## config.mk

```make
export PLATFORM = sky130hd
export DESIGN_NAME = rbs_coord
export DESIGN_NICKNAME = d
export VERILOG_FILES = /design/src/rtl/rbs_pkg.sv /design/src/rtl/rbs_coord.sv
export SDC_FILE = /design/constraint.sdc
export NUM_CORES = 1
export LEC_CHECK = 0
export BUFFER_PORTS_ARGS = -buffer_cell sky130_fd_sc_hd__buf_2
export CAP_MARGIN = 20
export CORE_ASPECT_RATIO = 0.75
export CORE_MARGIN = 2
export CORE_UTILIZATION = 35
export DETAILED_ROUTE_END_ITERATION = 8
export PLACE_DENSITY_LB_ADDON = 0.2
export SYNTH_ARGS = -nofsm -noshare
export SYNTH_HDL_FRONTEND = slang
export SYNTH_SLANG_ARGS = --single-unit
```

## constraint.sdc

```tcl
create_clock -name clk -period 10.6 [get_ports clk]
set_clock_uncertainty 0.05 [all_clocks]
set_input_delay 1.06 -clock clk [delete_from_list [all_inputs] [get_ports clk]]
set_output_delay 1.06 -clock clk [all_outputs]
set_load 0.005 [all_outputs]
```

## src/rtl/rbs_pkg.sv

```systemverilog
// rbs_pkg: shared types, constants and fixed-point helpers of the rgb565 bilinear sampler
// used by every module of the block; depends on nothing
package rbs_pkg;

  localparam int DEF_IMAGE_HEIGHT = 256;
  localparam int DEF_IMAGE_WIDTH  = 256;
  localparam int FRACTION_SCALE   = 1000;

  localparam int COORD_W  = 18;
  localparam int QUOT_W   = 9;
  localparam int FRAC_W   = 10;
  localparam int LOAD_W   = 8;
  localparam int PIX_W    = 16;
  localparam int NOISE_W  = 7;
  localparam int GAIN_W   = 16;
  localparam int RTHR_W   = 6;
  localparam int GTHR_W   = 7;
  localparam int BTHR_W   = 6;
  localparam int WEIGHT_W = 20;
  localparam int SUM_W    = 27;
  localparam int LEVEL_W  = 7;

  localparam int CFG_IDX_W  = 2;
  localparam int CFG_DATA_W = 16;

  localparam logic [CFG_IDX_W-1:0] REG_NOISE_GAIN = 2'd0;
  localparam logic [CFG_IDX_W-1:0] REG_RED_THR    = 2'd1;
  localparam logic [CFG_IDX_W-1:0] REG_GREEN_THR  = 2'd2;
  localparam logic [CFG_IDX_W-1:0] REG_BLUE_THR   = 2'd3;

  localparam logic ACT_LOAD   = 1'b0;
  localparam logic ACT_SAMPLE = 1'b1;

  // x / 1000 as (x * 268436) >> 28, exact for x below 2^18
  localparam int RECIP_SCALE_W     = 19;
  localparam logic [RECIP_SCALE_W-1:0] RECIP_SCALE = 19'd268436;
  localparam int RECIP_SCALE_SHIFT = 28;
  localparam int SCALE_PROD_W      = COORD_W + RECIP_SCALE_W;

  // x / 1000000 as ((x >> 6) * 2199024) >> 35, exact for x below 2^27
  localparam int DIV_PRE_SHIFT   = 6;
  localparam int RECIP_DIV_W     = 22;
  localparam logic [RECIP_DIV_W-1:0] RECIP_DIV = 22'd2199024;
  localparam int RECIP_DIV_SHIFT = 35;
  localparam int MIL_PROD_W      = SUM_W - DIV_PRE_SHIFT + RECIP_DIV_W;

  localparam logic [PIX_W-1:0] PIX_OUTSIDE = 16'h00FF;
  localparam logic [PIX_W-1:0] PIX_BLACK   = 16'h0000;

  localparam logic [PIX_W-1:0] CHAN_MASK [3] = '{16'hF800, 16'h07E0, 16'h001F};
  localparam int CHAN_SHIFT [3] = '{11, 5, 0};
  localparam logic [LEVEL_W-1:0] CHAN_MAX [3] = '{7'd31, 7'd63, 7'd31};

  // the block's own pipeline depth from an accepted sample to its strobe
  localparam int PIPE_LAT = 9;

  typedef logic [PIX_W-1:0] pix_t;
  typedef logic [3:0][PIX_W-1:0] quad_t;

  typedef struct packed {
    logic               action;
    logic [LOAD_W-1:0]  load_row;
    logic [LOAD_W-1:0]  load_col;
    pix_t               load_pixel;
    logic [COORD_W-1:0] sample_row;
    logic [COORD_W-1:0] sample_col;
    logic [NOISE_W-1:0] noise_red;
    logic [NOISE_W-1:0] noise_green;
    logic [NOISE_W-1:0] noise_blue;
  } item_t;

  typedef struct packed {
    logic              we;
    logic [LOAD_W-1:0] w_row;
    logic [LOAD_W-1:0] w_col;
    pix_t              w_data;
    logic              re;
    logic [QUOT_W-1:0] r_row;
    logic [QUOT_W-1:0] r_col;
  } store_req_t;

  typedef struct packed {
    logic               oor;
    logic [FRAC_W-1:0]  a;
    logic [FRAC_W-1:0]  b;
    logic [NOISE_W-1:0] noise_red;
    logic [NOISE_W-1:0] noise_green;
    logic [NOISE_W-1:0] noise_blue;
  } meta_t;

  typedef struct packed {
    logic [GAIN_W-1:0] noise_gain;
    logic [RTHR_W-1:0] red_thr;
    logic [GTHR_W-1:0] green_thr;
    logic [BTHR_W-1:0] blue_thr;
  } cfg_t;

  function automatic logic [QUOT_W-1:0] div_by_scale(input logic [COORD_W-1:0] x);
    logic [SCALE_PROD_W-1:0] prod;
    prod = SCALE_PROD_W'(x) * SCALE_PROD_W'(RECIP_SCALE);
    return prod[RECIP_SCALE_SHIFT +: QUOT_W];
  endfunction

  function automatic logic [LEVEL_W-1:0] div_by_million(input logic [SUM_W-1:0] x);
    logic [MIL_PROD_W-1:0] prod;
    prod = MIL_PROD_W'(x[SUM_W-1:DIV_PRE_SHIFT]) * MIL_PROD_W'(RECIP_DIV);
    return prod[RECIP_DIV_SHIFT +: LEVEL_W];
  endfunction

  function automatic logic [5:0] chan_level(input pix_t p, input int c);
    pix_t t;
    t = (p & CHAN_MASK[c]) >> CHAN_SHIFT[c];
    return t[5:0];
  endfunction

endpackage

```

## src/rtl/rbs_coord.sv

```systemverilog
// rbs_coord: input stage, coordinate split into whole and fractional parts, store requests
// depends on rbs_pkg
module rbs_coord #(
  parameter int IMAGE_HEIGHT = rbs_pkg::DEF_IMAGE_HEIGHT,
  parameter int IMAGE_WIDTH  = rbs_pkg::DEF_IMAGE_WIDTH
) (
  input  logic                clk,
  input  logic                rst,
  input  logic                in_valid,
  input  rbs_pkg::item_t      in_item,
  output rbs_pkg::store_req_t req,
  output logic                meta_valid,
  output rbs_pkg::meta_t      meta
);

  logic                            s1_valid;
  rbs_pkg::item_t                  s1_item;
  logic                            s2_valid;
  rbs_pkg::item_t                  s2_item;
  logic [rbs_pkg::QUOT_W-1:0]      s2_qrow;
  logic [rbs_pkg::QUOT_W-1:0]      s2_qcol;
  logic [rbs_pkg::COORD_W-1:0]     rem_row;
  logic [rbs_pkg::COORD_W-1:0]     rem_col;
  logic                            oor;
  logic                            load_in_image;

  always_ff @(posedge clk) begin
    if (rst) begin
      s1_valid <= 1'b0;
      s2_valid <= 1'b0;
    end else begin
      s1_valid <= in_valid;
      s2_valid <= s1_valid;
    end
  end

  always_ff @(posedge clk) begin
    if (in_valid) begin
      s1_item <= in_item;
    end
    s2_item <= s1_item;
    s2_qrow <= rbs_pkg::div_by_scale(s1_item.sample_row);
    s2_qcol <= rbs_pkg::div_by_scale(s1_item.sample_col);
  end

  always_comb begin
    rem_row = s2_item.sample_row -
              rbs_pkg::COORD_W'(s2_qrow) * rbs_pkg::COORD_W'(rbs_pkg::FRACTION_SCALE);
    rem_col = s2_item.sample_col -
              rbs_pkg::COORD_W'(s2_qcol) * rbs_pkg::COORD_W'(rbs_pkg::FRACTION_SCALE);
    oor = (32'(s2_qrow) + 32'd1 >= 32'(IMAGE_HEIGHT)) ||
          (32'(s2_qcol) + 32'd1 >= 32'(IMAGE_WIDTH));
    load_in_image = (32'(s2_item.load_row) < 32'(IMAGE_HEIGHT)) &&
                    (32'(s2_item.load_col) < 32'(IMAGE_WIDTH));

    // loads and samples meet the store in the same stage, so order is kept
    req.we     = s2_valid && (s2_item.action == rbs_pkg::ACT_LOAD) && load_in_image;
    req.w_row  = s2_item.load_row;
    req.w_col  = s2_item.load_col;
    req.w_data = s2_item.load_pixel;
    req.re     = s2_valid && (s2_item.action == rbs_pkg::ACT_SAMPLE) && !oor;
    req.r_row  = s2_qrow;
    req.r_col  = s2_qcol;
  end

  always_ff @(posedge clk) begin
    if (rst) begin
      meta_valid <= 1'b0;
    end else begin
      meta_valid <= s2_valid && (s2_item.action == rbs_pkg::ACT_SAMPLE);
    end
  end

  always_ff @(posedge clk) begin
    meta.oor         <= oor;
    meta.a           <= rem_row[rbs_pkg::FRAC_W-1:0];
    meta.b           <= rem_col[rbs_pkg::FRAC_W-1:0];
    meta.noise_red   <= s2_item.noise_red;
    meta.noise_green <= s2_item.noise_green;
    meta.noise_blue  <= s2_item.noise_blue;
  end

endmodule

```

### Yosys cells after proc, flatten, opt, wreduce, memory -nomap -nowiden

Cells that the tools add are included.

* register bits after elaboration: 227
* bits in latches: 0
* memory bits (writable): 0
* ROM bits: 0
* bits of input ports: 93
* output and inout port bits: 95
* logic and storage cells: 45
* memories kept: 0

* add/sub/neg operators: 4
* multiply operators: 4
* div/mod/pow operators: 0
* magnitude comparators: 2
* eq/ne operators: 0
* shift operators: 0
* mux-type cells: 0
* bitwise operators: 1
* reductions and logical operators: 5

Operator list (count)
* multiplier 18 x 17 -> 35 bit (second input constant): 2
* adder 9 x 1 -> 10 bit (second input constant): 2
* >= comparator 10 x 9 -> 1 bit (second input constant): 2
* subtractor 10 bit: 2
* multiplier 9 x 7 -> 7 bit (second input constant): 2
* logical AND 1 bit: 3
* logical NOT 1 bit: 1
* logical OR 1 bit: 1
* NOT 1 bit: 1

### Longest topological paths before layout

* word-level depth: 5
* mapped depth: 18
* gate-level depth less buffers: 18

### Least setup slack after synthesis

OpenSTA, ideal clock, no wires.

* path type: register to register
* from: register s1_item[27] (netlist bit)
* to: register s2_qcol[7] (netlist bit)
* library setup time: 0.096 ns
* data arrival time: 4.904 ns
* required time: 10.454 ns
* slack: 5.550 ns
* stages on the path, launching flop included: 19
* path buffers: 0
* period minus slack after synthesis: 5.050 ns
* cells stage by stage: edfxtp_1 ha_1 ha_1 fa_1 inv_1 fa_1 inv_1 fa_1 inv_1 fa_1 inv_1 ha_1 a21oi_1 o21ai_0 o311a_1 a311oi_2 o211ai_1 and2_1 o41ai_2

* word-level cells in the longest chain between the ends: 1

Ends and longest elaborated chain
* start, declared: line rbs_coord.sv:17 `rbs_pkg::item_t s1_item;`
* start signal, assigned: line rbs_coord.sv:39 `s1_item <= in_item;`
* multiplier 18 x 17 -> 35 bit: line rbs_pkg.sv:100 `prod = SCALE_PROD_W'(x) * SCALE_PROD_W'(RECIP_SCALE);`
* end signal, assigned: line rbs_coord.sv:43 `s2_qcol <= rbs_pkg::div_by_scale(s1_item.sample_col);`
* end, declared: line rbs_coord.sv:21 `logic [rbs_pkg::QUOT_W-1:0] s2_qcol;`

Every way passes these cells.
A chain may end at the register's enable or synchronous reset.

### Final worst setup path

* from: register s1_item[28] (netlist bit)
* to: register s2_qcol[7] (netlist bit)

Same word-level chain as after synthesis.

==> flow_summary.toml <==
[synthesis]
ys_seq_area_share_pct = 37.7
synth_cell_types = 53
synthesis.area_um2 = 14400
synth-edff-count = 90
yosysWarnings = 0
syn_nets = 1729
synth_cells = 1210
ys_ff_latch = 227
synth_flop_cell = "dfxtp_1"
syn_avg_cell_area_um2 = 11.9
async_reset_ff_share_pct = 0

[sta]
tns_ns = 0
finalSetupViolCount = 0
slew_headroom_pct = 54.7
hold_viol = 0
maxSlewViolCount = 0
max_freq_mhz = 180
worstMarginPinSlew_ns = 0.680
rsz0062_at_grt = "false"
min_period_ns = 5.56
min_period_over_period_pct = 52.5

[status]
status = "completed"

[clock_network]
clk_pin_slew_ns = 0.07
cts_sinks = 227
hold_buffers = 0
clockBufferDepth = 3
cts_buffers = 25
cts_tree = "done"
cts_setup_buffers = 0
clk_latency_ns = 0.55
clockRootBuffer = "clkbuf_16"
htree_levels = 1
ctsResizeCount = 0

[placed_design]
gp_congestion = 0.808
portBuffers = 187
hpwl_um = 25500
place_area_um2 = 15800

[drt]
drt_iter0_markers = 365
wl_um = 31200
drtPass1Iterations = 4
vias = 8754
ant_nets = 0
post_drt_wl_per_cell_um = 16.1
routed_via_density = 4.52
route.detailed.drc = 0

[pwr]
cellLeakagePower_nw = 8.45
vdd_drop_max_uv = 235
netSwitchingFraction_pct = 41.5
power.internal_mw = 3.23
p_sw_mw = 2.29
power_frac_comb_pct = 60.6
power_density_nw_per_um2 = 329
p_seq_share_pct = 21.1
clock_power_share_pct = 18.3

[finish]
layout-drive-gt1-share_pct = 17.2
area_delta_synth_final_pct = 16.1
diodes = 0
mostFrequentLayoutCells = "ha_1, inv_1, buf_2"
nets = 1910
final_area_um2 = 16800
final_common_cell = "ha_1"

[die]
dieArea_um2 = 42900
die-height_um = 180
io_pins = 188
fp.dieW_um = 238
rows = 64
core_region_area_um2 = 40800
initial_utilization_pct = 35.4

[global_route]
grt.overflow.total = 0
grt_max_degree = 49
grt_pass1_vias = 8911
antenna_found_initial = 0
grt_pass1_wl_um = 49100
track_usage_pct = 14.8

[worst_setup_path]
cp_data_arrival_time_ns = 5.97
cp_max_fo = 7
cp-end-kind = "register"
crit_required_ns = 11.01
worstSetupPathType = "reg -> reg"
cp-start-kind = "register"

[worst_hold_path]
min_path_type = "reg -> reg"

[flow_run]
drv_cap = 0
-- cell type report --
class	count	area, um2
sequential	227	5450
tap	528	661
fill	3897	24000
multi-input combinational	692	7770
clock inverter	19	328
clock buffer	27	643
timing repair buffer	188	946
inverter	257	965
-- metal layers --
metal  routed length, um  track usage [%]  part of all wire [%]
met4                 503             2.68                   1.6
met1               16500             22.3                    53
met2               12800             22.1                    41
met5                   0                0                     0
met3                1470             2.79                   4.7
-- cells by family after synthesis --
group | Yosys count | synth area share, %
compound gates | 115 | 5.25
xor+xnor | 44 | 2.67
fa+ha+maj | 426 | 42.1
buf+inv | 291 | 8.40
flops | 227 | 37.7
mux | 1 | 0.0694
simple gates | 106 | 3.73
-- critical path, cell delays in order, from the launching register on --
cell and delay (ns):
edfxtp_1 0.56, ha_1 0.35, ha_1 0.22, fa_1 0.53
inv_1 0.05, fa_1 0.48, inv_1 0.06, fa_1 0.53
inv_1 0.06, fa_1 0.53, inv_1 0.04, ha_1 0.29
a21oi_1 0.15, o21ai_0 0.14, o311a_1 0.38, a311oi_2 0.39
o211ai_1 0.25, and2_1 0.24, o41ai_2 0.18
-- state kept, by name (all words and copies together), names as in the netlist --
| signal | flops |
|---|---|
| s2_qcol | 9 |
| meta | 42 |
| s1_item | 90 |
| meta_valid | 1 |
| s2_valid | 1 |
| s2_item | 42 |
| s1_valid | 1 |
| s2_qrow | 9 |
| req | 32 |
-- per-stage QoR --
stage / hold slack (ns) / std cells / setup slack, ns / utilization, % / total power, mW
after detailed placement: 0.262 / 1892 / 5.04 / 38.7 / 4.57
after floorplan: 0.260 / 1210 / 5.55 / - / 3.74
after global routing: 0.283 / 1938 / 4.75 / 41.1 / 6.15
after CTS: 0.277 / 1938 / 5.03 / 41.1 / 5.63
final: 0.273 / 1938 / 5.04 / 41.1 / 5.52
after global placement: 0.260 / 1892 / 5.10 / 38.7 / 4.52
-- path summary, 6_finish.rpt --
check | startpoint | end | slack [ns] | cells after the start
hold / removal | s2_item[10] | meta[10] | 0.27 | 0
hold reg to reg | s2_item[10] | meta[10] | 0.27 | 0
setup / recovery | s1_item[28] | s2_qcol[7] | 5.04 | 18
setup reg to reg | s1_item[28] | s2_qcol[7] | 5.04 | 18
-- power by group through the flow --
stage	registers [mW]	clock network, mW	logic, mW
6_report	1.16	1.01	3.34
5_1_grt	1.18	1.09	3.88
4_1_cts	1.17	1.05	3.41
3_5_place_dp	1.19	0	3.38
3_3_place_gp	1.19	0	3.34
2_1_floorplan	1.15	0	2.59
-- cells in the mapped netlist (all sizes together) (9+ instances only) --
library cell,count,area (um2)
nor2,20,75.1
xnor2,36,315
buf,32,240
nand3,11,55.1
inv,257,965
a21o,10,75.1
fa,100,2000
nand4,12,75.1
edfxtp,90,2700
nand2,27,101
nor2b,9,56.3
ha,326,4080
dfxtp,137,2740
o21ai,27,135
a21oi,39,195
(Power assumes the default switching activity.)
